File: config.mk
export PLATFORM = sky130hd
export DESIGN_NAME = ti_divider
export DESIGN_NICKNAME = d
export VERILOG_FILES = /design/src/rtl/ti_pkg.sv /design/src/rtl/ti_divider.sv
export SDC_FILE = /design/constraint.sdc
export NUM_CORES = 1
export LEC_CHECK = 0
export BUFFER_PORTS_ARGS = -buffer_cell sky130_fd_sc_hd__buf_4
export CAP_MARGIN = 20
export CORE_MARGIN = 1.5
export CORE_UTILIZATION = 30
export CTS_CLUSTER_DIAMETER = 200
export DETAILED_ROUTE_END_ITERATION = 8
export GPL_TIMING_DRIVEN = 0
export PLACE_DENSITY_LB_ADDON = 0.1
export SYNTH_ARGS = -nofsm -noshare
export SYNTH_HDL_FRONTEND = slang
export SYNTH_SLANG_ARGS = --single-unit
export TNS_END_PERCENT = 50
File: constraint.sdc
create_clock -name clock -period 3.2 [get_ports clock]
set_clock_uncertainty 0.2 [all_clocks]
set_input_delay 0.16 -clock clock [delete_from_list [all_inputs] [get_ports clock]]
set_output_delay 0.16 -clock clock [all_outputs]
set_load 0.02 [all_outputs]
File: src/rtl/ti_pkg.sv
// ----------------------------------------------------------------------------
// Table interpolator package
// Shared types and constants for the table interpolator.
// ----------------------------------------------------------------------------
package ti_pkg;

   localparam int unsigned VALUE_W = 32;
   localparam int unsigned FRAC_W  = 17;
   localparam int unsigned CNT_W   = 9;
   localparam int unsigned IDX_W   = 8;
   localparam int unsigned CSR_IDX_W  = 3;
   localparam int unsigned CSR_DATA_W = 32;
   localparam logic [FRAC_W-1:0] ONE_Q16 = 17'h10000;

   localparam logic [CSR_IDX_W-1:0] REG_INTERP_MODE   = 3'd0;
   localparam logic [CSR_IDX_W-1:0] REG_STEP_FRACTION = 3'd1;
   localparam logic [CSR_IDX_W-1:0] REG_BELOW_VALUE   = 3'd2;
   localparam logic [CSR_IDX_W-1:0] REG_ABOVE_VALUE   = 3'd3;
   localparam logic [CSR_IDX_W-1:0] REG_POINT_COUNT   = 3'd4;

   localparam logic MODE_LOAD  = 1'b0;
   localparam logic MODE_QUERY = 1'b1;

   localparam logic INTERP_LINEAR = 1'b0;
   localparam logic INTERP_STEP   = 1'b1;

   typedef struct packed {
      logic               mode;
      logic [IDX_W-1:0]   point_index;
      logic signed [VALUE_W-1:0] point_x;
      logic signed [VALUE_W-1:0] point_y;
      logic signed [VALUE_W-1:0] query_value;
      logic               query_missing;
      logic               last_query;
   } req_type;

   typedef struct packed {
      logic signed [VALUE_W-1:0] result_value;
      logic               result_missing;
      logic               batch_end;
   } rsp_type;

   // Division request and response between the engine and the divider.
   typedef struct packed {
      logic        start;
      logic [63:0] dividend;
      logic [32:0] divisor;
   } div_req_type;

   typedef struct packed {
      logic        done;
      logic [63:0] quotient;
   } div_rsp_type;

endpackage

File: src/rtl/ti_divider.sv
// ----------------------------------------------------------------------------
// Table interpolator divider
// Restoring divider, 64-bit dividend by 33-bit divisor, one bit per cycle.
// ----------------------------------------------------------------------------
module ti_divider (
   input  logic                 clock,
   input  logic                 reset,
   input  ti_pkg::div_req_type  div_req,
   output ti_pkg::div_rsp_type  div_rsp
);
   import ti_pkg::*;

   logic [63:0] quot_ff, quot_in;
   logic [32:0] rem_ff, rem_in;
   logic [32:0] dvsr_ff, dvsr_in;
   logic [6:0]  cnt_ff, cnt_in;
   logic        busy_ff, busy_in;
   logic        done_ff, done_in;
   logic [33:0] shifted;
   logic [34:0] diff;

   always_comb begin
      quot_in = quot_ff;
      rem_in  = rem_ff;
      dvsr_in = dvsr_ff;
      cnt_in  = cnt_ff;
      busy_in = busy_ff;
      done_in = 1'b0;
      shifted = {rem_ff, quot_ff[63]};
      diff    = {1'b0, shifted} - {2'b00, dvsr_ff};
      if (div_req.start) begin
         quot_in = div_req.dividend;
         rem_in  = '0;
         dvsr_in = div_req.divisor;
         cnt_in  = 7'd64;
         busy_in = 1'b1;
      end else if (busy_ff) begin
         // The remainder always stays below the divisor, so 33 bits hold it.
         if (!diff[34]) begin
            rem_in  = diff[32:0];
            quot_in = {quot_ff[62:0], 1'b1};
         end else begin
            rem_in  = shifted[32:0];
            quot_in = {quot_ff[62:0], 1'b0};
         end
         cnt_in = cnt_ff - 7'd1;
         if (cnt_ff == 7'd1) begin
            busy_in = 1'b0;
            done_in = 1'b1;
         end
      end
   end

   always_ff @(posedge clock) begin
      quot_ff <= quot_in;
      rem_ff  <= rem_in;
      dvsr_ff <= dvsr_in;
      cnt_ff  <= cnt_in;
      if (reset) begin
         busy_ff <= 1'b0;
         done_ff <= 1'b0;
      end else begin
         busy_ff <= busy_in;
         done_ff <= done_in;
      end
   end

   assign div_rsp.done     = done_ff;
   assign div_rsp.quotient = quot_ff;
endmodule

==> impl_metrics.yaml, run 1 <==
power:
  switchingPower_mw: 1.75
  p_comb_frac: 0.250
  seq_power_share: 0.392
  internal-power_mw: 3.92
  irDropWorstVdd_mv: 0.250
  clockPowerShare: 0.358
  leakagePower_nw: 4.60
  p_per_area_nw_per_um2: 508
  swShare: 0.309
route:
  dr.pass1.iters: 5
  route.met3.wl_um: 954
  wl_met1_um: 9970
  drc: 0
  drt_iter0_drc: 309
  highest_layer: "met4"
  drt-total-wl_um: 21300
  vias: 6336
  vias_per_cell: 4.76
  ant_nets: 0
  wl_per_cell_um: 16.0
  wl_met2_um: 10100
die:
  initial_utilization: 0.306
  core_area_um2: 24300
  die-height_um: 161
  num_rows: 57
  die_x_um: 161
  io-pin-count: 165
  die_area_um2: 25800
cts:
  insertion_delay_ps: 430
  numCtsBuffers: 17
  clk_pin_slew_ps: 70
  cts_tree: "yes"
  htree_levels: 4
  clkSinkCount: 139
  root_buffer: "clkbuf_16"
  clock_path_buffers: 2
worst_setup_path:
  cp_top_family: "compound AO/OA/AOI/OAI gates"
  critPathMaxStageDelay_ps: 440
  crit_slowest_cell: "edfxtp_1"
  crit_buf_inv: 4
  crit_path_end_kind: "flop"
  worstPathRequired_ps: 3310
  path_cells: "inv_1 -> ha_2 -> inv_2 -> fa_2 -> a21o_1 -> a221oi_4 -> a211o_4 -> buf_4 -> buf_6 -> o311a_4 -> or2_4 -> a31oi_4 -> xor2_1 -> a311o_1"
  crit_arrival_ps: 3430
  cp-start-kind: "flop"
  crit_type: "reg2reg"
  cp_max_fo: 3
sta:
  relSlewSlack: 0.431
  fmax_mhz: 301
  finalHoldViolCount: 0
  tightest_slew_ps: 853
  maxSlewViolCount: 0
  worst_slack_ps: -121
  fin_crit_sh: 1.04
  setup_violations: 26
  worst_hold_slack_ps: 20.9
  period_minus_slack_ps: 3320
  rsz0062_at_grt: "true"
final_layout:
  finalNonFillerCells: 1331
  syn_to_final_growth_pct: 49.9
  antenna-diode-count: 0
  num-fill-cells: 2364
  drive_gt1_frac: 0.334
  nNetsFinal: 1130
hold_path:
  hold_path_class: "in2reg"
logic_synthesis:
  synthArstFlopShare: 0
  yosysUniqueCellTypes: 55
  ys.flop_type: "edfxtp_1"
  ys_seq_area_frac: 0.504
  syn_area_per_cell_um2: 10.8
  synth_nets: 828
  synth_cells: 692
  ys_ff_latch: 139
  syn_area_um2: 7450
  synth_edf_count: 97
  yosysWarnings: 0
place:
  place.port_buffers: 164
  dpl_worst_slack_ps: -473
  routabilityCongestion: 0.808
  dp.cells: 1181
  place_hpwl_um: 14100
outcome:
  violations: "setup timing"
  outcome: "finished, violations left"
global_route:
  overflow: 0
  antenna_found_initial: 0
  grt_usage: 0.165
  grt_max_degree: 60
  grt_pass1_vias: 6443
  grt_pass1_wl_um: 33500
flow_run:
  maxCapViolations: 0
[worst paths after layout]
check,startpoint,end,slack (ps),cells after the start
max,quot_ff[63],rem_ff[24],-120,14
min,div_req[97],dvsr_ff[5],20,1
max reg2reg,quot_ff[63],rem_ff[24],-120,14
min reg2reg,rem_ff[32],rem_ff[32],280,2
[registers in the layout, summed over array words and instances (netlist names)]
signal / count
dvsr_ff: 33
cnt_ff: 7
quot_ff: 64
busy_ff: 1
done_ff: 1
rem_ff: 33
[cell families after synthesis]
| group | after synthesis | synth area share |
|---|---|---|
| adders and majority gates | 36 | 0.0615 |
| and+or+nand+nor | 195 | 0.121 |
| DFF | 139 | 0.504 |
| muxes | 66 | 0.0996 |
| buffers and inverters | 81 | 0.0450 |
| AOI/OAI and AO/OA | 140 | 0.127 |
| xor gates and xnor gates | 35 | 0.0411 |
[per-stage QoR]
step                      total power [mW]  setup TNS (ps)   util  area (µm²)
after floorplan                       3.01           -34.7      -        7460
after global placement                3.45          -54620  0.374        9100
after detailed placement              3.45          -11570  0.375        9130
after CTS                             5.69           -4720  0.451       11000
after global routing                  5.96           -5740  0.459       11200
final                                 5.67           -1660  0.459       11200
[cell usage in the layout (no fill, tap or decap), types with 4 or more instances in the layout]
| cell type | count |
|---|---|
| a31oi_1 | 4 |
| mux2_2 | 65 |
| buf_1 | 6 |
| o21ai_1 | 5 |
| nand2_2 | 7 |
| inv_1 | 42 |
| a311oi_1 | 10 |
| buf_8 | 5 |
| nor3_1 | 8 |
| nand3_1 | 5 |
| edfxtp_1 | 97 |
| o211ai_1 | 4 |
| buf_4 | 180 |
| dfxtp_1 | 42 |
| a311oi_2 | 11 |
| clkbuf_16 | 18 |
| xnor2_1 | 20 |
| and3_1 | 9 |
| dlygate4sd3_1 | 98 |
| o21ai_0 | 23 |
| xor2_1 | 15 |
| ha_1 | 34 |
| clkbuf_1 | 24 |
| buf_6 | 5 |
| a21oi_1 | 37 |
| nand4_1 | 7 |
| a21o_1 | 10 |
| inv_6 | 4 |
| nor2b_1 | 4 |
| nand2_1 | 67 |
| nor2_1 | 51 |
| nor3b_1 | 4 |
| inv_8 | 5 |
| nand2b_1 | 9 |
[synth_stat cells, types with 6 or more instances]
library cell  instances  area, µm²
edfxtp_1             97       2910
nand2_1              74        278
mux2_2               65        732
nor2_1               52        195
inv_1                43        161
dfxtp_1              42        841
a21oi_1              39        195
ha_1                 35        438
o21ai_0              28        140
clkbuf_1             24       90.1
a311oi_1             21        184
xnor2_1              20        175
xor2_1               15        131
a21o_1               10       75.1
nor3_1               10       50.1
and3_1                9       56.3
nand2b_1              9       56.3
nand4_1               7       43.8
nor3b_1               7       52.6
a31oi_1               6       37.5
buf_1                 6       22.5
nand3_1               6       30.0
[layer usage]
metal  vias to the layer above  track usage
met2                       137        0.269
li1                       3140            -
met5                         -            0
met3                        15       0.0398
met1                      3044        0.217
met4                         0       0.0450
[worst reg2reg max path, stage by stage, from the launching register on]
cell      delay (ps)
edfxtp_1         440
inv_1             90
ha_2             170
inv_2             40
fa_2             340
a21o_1           220
a221oi_4         370
a211o_4          230
buf_4            110
buf_6             90
o311a_4          180
or2_4            130
a31oi_4           80
xor2_1           170
a311o_1          360
[power groups by stage]
stage | registers, mW | clock network, mW | logic [mW]
2_1_floorplan | 2.34 | 0 | 0.669
3_3_place_gp | 2.26 | 0 | 1.19
3_5_place_dp | 2.25 | 0 | 1.20
4_1_cts | 2.22 | 2.10 | 1.37
5_1_grt | 2.25 | 2.17 | 1.55
6_report | 2.22 | 2.03 | 1.42
[cell type report]
| cell class | instances | area, µm² | share of cell area |
|---|---|---|---|
| plain buffers | 37 | 206 | 0.0185 |
| clock buffers | 17 | 425 | 0.0381 |
| clock inverters | 15 | 171 | 0.0153 |
| inverters | 43 | 161 | 0.0144 |
| multi-input cells | 472 | 3600 | 0.322 |
| flip-flops and latches | 139 | 3750 | 0.336 |
| well taps | 324 | 405 | 0.0363 |
| repair buffers | 284 | 2450 | 0.219 |
[timing repair]
action | in CTS | in global routing
endpoints found under the hold margin | 99 | 0
pin swaps | 22 | 17
hold buffers | 98 | 0
endpoints found under the setup margin | 34 | 34
gates cloned | 1 | 1
resized for setup | 33 | 32
buffers inserted | 15 | 4
Note: power is estimated with default switching activity, not from simulation.
==> inputs of run 2 (changes only) <==
--- a/config.mk
+++ b/config.mk
@@ -15,2 +15,3 @@
 export PLACE_DENSITY_LB_ADDON = 0.1
+export SKIP_CTS_REPAIR_TIMING = 1
 export SYNTH_ARGS = -nofsm -noshare
--- a/constraint.sdc
+++ b/constraint.sdc
@@ -4,2 +4,2 @@
 set_output_delay 0.16 -clock clock [all_outputs]
-set_load 0.02 [all_outputs]
+set_load 0.01 [all_outputs]
==> run 2 against run 1 <==
The flow finishes with violations (hold timing, setup timing); design area fell by 1.1%; sequential cell count stayed put; worst setup slack got worse by 130 ps; sequential power about the same; combinational power decreased by 7%; maximum frequency is 3.7% lower; critical path type unchanged; largest power group unchanged.
==> impl_metrics.yaml, run 2 (synthesized netlist as in run 1, its figures left out) <==
final_layout:
  mostFrequentLayoutCell: "buf_4"
  finalNonFillerCells: 1326
  utilization: 0.454
  layout_common_cells: "buf_4, edfxtp_1, dlygate4sd3_1"
  regMostFlops: "quot_ff"
  drive_gt1_frac: 0.324
  syn_to_final_growth_pct: 48.3
  nNetsFinal: 1125
  antenna-diode-count: 0
  largest_reg_flops: 64
  largestRegisters: "quot_ff (64), dvsr_ff (33), rem_ff (33)"
global_route:
  antenna_found_initial: 0
  grt_pass1_vias: 5838
  grt_max_degree: 35
  overflow: 0
  grt_usage: 0.159
  grt_pass1_wl_um: 31900
route:
  wl_per_cell_um: 15.7
  ant_nets: 0
  drt_iter0_drc: 368
  dr.pass1.iters: 4
  vias: 6234
  vias_per_cell: 4.70
  drt-total-wl_um: 20800
  drc: 0
worst_setup_path:
  crit_buf_inv: 4
  crit_arrival_ps: 3430
  crit_path_end_kind: "flop"
  crit_type: "reg2reg"
  path_cells: "inv_1 -> ha_2 -> inv_2 -> fa_2 -> a21o_1 -> a221oi_4 -> a211o_1 -> o31ai_4 -> o22ai_4 -> o211ai_2 -> buf_6 -> buf_12 -> mux2_2"
  crit_slowest_cell: "edfxtp_1"
  worstPathRequired_ps: 3180
  cp_max_fo: 8
  cp_top_family: "compound AO/OA/AOI/OAI gates"
  cp-start-kind: "flop"
  critPathMaxStageDelay_ps: 460
sta:
  maxSlewViolCount: 0
  worst_slack_ps: -247
  tightest_slew_ps: 767
  period_minus_slack_ps: 3450
  rsz0062_at_grt: "true"
  setup_violations: 34
  relSlewSlack: 0.489
  fmax_mhz: 290
  fin_crit_sh: 1.08
  finalHoldViolCount: 1
  worst_hold_slack_ps: -151
place:
  place.port_buffers: 164
  routabilityCongestion: 0.793
  place_hpwl_um: 14100
  dp.cells: 1181
flow_run:
  maxCapViolations: 0
cts:
  clkSinkCount: 139
  htree_levels: 4
  cts_tree: "yes"
  root_buffer: "clkbuf_16"
  insertion_delay_ps: 430
  clk_pin_slew_ps: 70
  clock_path_buffers: 2
  numCtsBuffers: 17
outcome:
  outcome: "finished, violations left"
  violations: "hold timing, setup timing"
power:
  power_mw: 5.54
  p_per_area_nw_per_um2: 502
  leakagePower_nw: 4.56
  irDropWorstVdd_mv: 0.246
die:
  initial_utilization: 0.306
  die_x_um: 161
  io-pin-count: 165
  die_area_um2: 25800
  core_area_um2: 24300
  die-height_um: 161
  num_rows: 57
hold_path:
  hold_path_class: "in2reg"
-- run 2: per-stage QoR --
| stage | setup TNS [ps] | worst slack (ps) | instance area (µm²) | hold WS (ps) |
|---|---|---|---|---|
| floorplan | 0 | 15.7 | 7460 | 32.4 |
| global placement | -52250 | -663 | 9090 | 135 |
| detailed placement | -15240 | -622 | 9120 | 131 |
| CTS | -16740 | -688 | 9710 | -328 |
| global route | -11660 | -408 | 11000 | -158 |
| finish | -5830 | -247 | 11000 | -151 |
-- run 2: power by group --
group	switching (mW)	total, mW	internal, mW
Sequential	0.104	2.22	2.12
Combinational	0.653	1.32	0.663
Clock	0.951	2.00	1.05
-- run 2: worst paths after layout --
kind	start	endpoint	slack, ps	depth (start not counted)
max	quot_ff[63]	quot_ff[0]	-250	13
min	div_req[33]	quot_ff[0]	-150	2
max reg2reg	quot_ff[63]	quot_ff[0]	-250	13
min reg2reg	rem_ff[32]	rem_ff[32]	270	2
-- run 2: area by class of cell --
type / instances / area (µm²)
clock buffers: 17 / 425
inverters: 43 / 161
multi-input cells: 472 / 3550
flip-flops and latches: 139 / 3750
repair buffers: 279 / 2380
well taps: 324 / 405
plain buffers: 37 / 203
fillers: 2327 / 13300
clock inverters: 15 / 168
-- run 2: layer usage --
metal  part of all wire  vias to the layer above  GRT usage
met1               0.48                     2967      0.214
met2               0.47                      123      0.252
met5                  0                        -          0
met4              0.010                        0     0.0433
li1                   -                     3129          -
met3              0.039                       15     0.0408
==> inputs of run 3 (changes only) <==
- TNS_END_PERCENT: 50 -> unset
==> run 3 against run 2 <==
The flow still finishes with violations (hold timing, setup timing); largest cell class unchanged; power rose by 0.10%; sequential share of layout area fell by 0.073 points; combinational power barely moved; clock-buffer cell count did not move; first-iteration DRC count fell by 10%; critical endpoint unchanged.
==> impl_metrics.yaml, run 3 (synthesized netlist as in run 1, its figures left out) <==
power:
  p_per_area_nw_per_um2: 501
  irDropWorstVdd_mv: 0.246
  leakagePower_nw: 4.58
worst_setup_path:
  cp-start-kind: "flop"
  worstPathRequired_ps: 3190
  cp_top_family: "compound AO/OA/AOI/OAI gates"
  crit_type: "reg2reg"
  crit_arrival_ps: 3440
  path_cells: "inv_1 -> ha_2 -> inv_2 -> fa_2 -> a21o_1 -> a221oi_4 -> a211o_1 -> o31ai_4 -> o22ai_4 -> o211ai_2 -> buf_6 -> buf_12 -> mux2_2"
  crit_slowest_cell: "edfxtp_1"
  crit_path_end_kind: "flop"
  crit_buf_inv: 4
  critPathMaxStageDelay_ps: 460
  cp_max_fo: 8
final_layout:
  drive_gt1_frac: 0.327
  nNetsFinal: 1127
  largest_reg_flops: 64
  final_area_um2: 11100
  antenna-diode-count: 0
  regMostFlops: "quot_ff"
  layout_common_cells: "buf_4, edfxtp_1, dlygate4sd3_1"
  mostFrequentLayoutCell: "buf_4"
  utilization: 0.455
  syn_to_final_growth_pct: 48.6
  largestRegisters: "quot_ff (64), dvsr_ff (33), rem_ff (33)"
  finalNonFillerCells: 1328
cts:
  cts_tree: "yes"
  clkSinkCount: 139
  clock_path_buffers: 2
  root_buffer: "clkbuf_16"
  insertion_delay_ps: 430
  htree_levels: 4
  clk_pin_slew_ps: 70
  numCtsBuffers: 17
route:
  ant_nets: 0
  drc: 0
  drt_iter0_drc: 331
  vias_per_cell: 4.70
  dr.pass1.iters: 5
  drt-total-wl_um: 20900
  vias: 6239
  wl_per_cell_um: 15.7
outcome:
  outcome: "finished, violations left"
  violations: "hold timing, setup timing"
die:
  die-height_um: 161
  initial_utilization: 0.306
  io-pin-count: 165
  core_area_um2: 24300
  die_area_um2: 25800
  num_rows: 57
  die_x_um: 161
global_route:
  grt_busiest_layer: "met2"
  grt_pass1_wl_um: 31900
  grt_max_degree: 35
  antenna_found_initial: 0
  use_met1: 0.214
  overflow: 0
  grt_pass1_vias: 5838
  grtUsageMet3: 0.0408
  grt_usage: 0.159
  met2_usage: 0.252
place:
  dpl_worst_slack_ps: -622
  placement.cell_area_um2: 9120
  place_hpwl_um: 14100
  place.port_buffers: 164
  dp.cells: 1181
  routabilityCongestion: 0.793
sta:
  worst_hold_slack_ps: -153
  setup_violations: 34
  worst_slack_ps: -254
  maxSlewViolCount: 0
  setup_tns_ps: -6100
  tightest_slew_ps: 730
  fin_crit_sh: 1.08
  relSlewSlack: 0.513
  finalHoldViolCount: 1
  fmax_mhz: 289
  rsz0062_at_grt: "true"
  period_minus_slack_ps: 3450
flow_run:
  maxCapViolations: 0
hold_path:
  hold_path_class: "in2reg"
run 3: changes by cell type in the layout (fill, tap and decap cells not counted), sizes merged:
cell	before	now
buf	193	195
run 3: final timing paths:
| check | from | endpoint | slack [ps] | cells past startpoint |
|---|---|---|---|---|
| worst max register to register | quot_ff[63] | quot_ff[0] | -250 | 13 |
| worst max-delay path | quot_ff[63] | quot_ff[0] | -250 | 13 |
| worst min-delay path | div_req[33] | quot_ff[0] | -150 | 2 |
| worst min register to register | rem_ff[32] | rem_ff[32] | 270 | 2 |
run 3: per-layer routing:
metal,up-vias,part of all wire
met1,2949,0.48
met3,17,0.044
li1,3134,-
met4,0,0.011
met5,-,0
met2,139,0.46
run 3: final cells by class:
cell class,count,area (µm²)
Sequential cell,139,3750
Inverter,43,161
Clock inverter,15,168
Multi-Input combinational cell,472,3550
Timing Repair Buffer,281,2400
Buffer,37,203
Clock buffer,17,425
Tap cell,324,405
Fill cell,2325,13200
run 3: metrics by stage:
| stage | hold WS, ps | total power [mW] |
|---|---|---|
| after floorplan | 32.4 | 2.94 |
| after global routing | -158 | 5.85 |
| after detailed placement | 131 | 3.38 |
| after global placement | 135 | 3.38 |
| after CTS | -328 | 5.43 |
| final | -153 | 5.55 |
run 3: where the power goes:
| group | internal (mW) | leakage, nW | switching, mW |
|---|---|---|---|
| clock network | 1.05 | 0.289 | 0.952 |
| logic | 0.666 | 2.98 | 0.655 |
| registers | 2.12 | 1.31 | 0.105 |
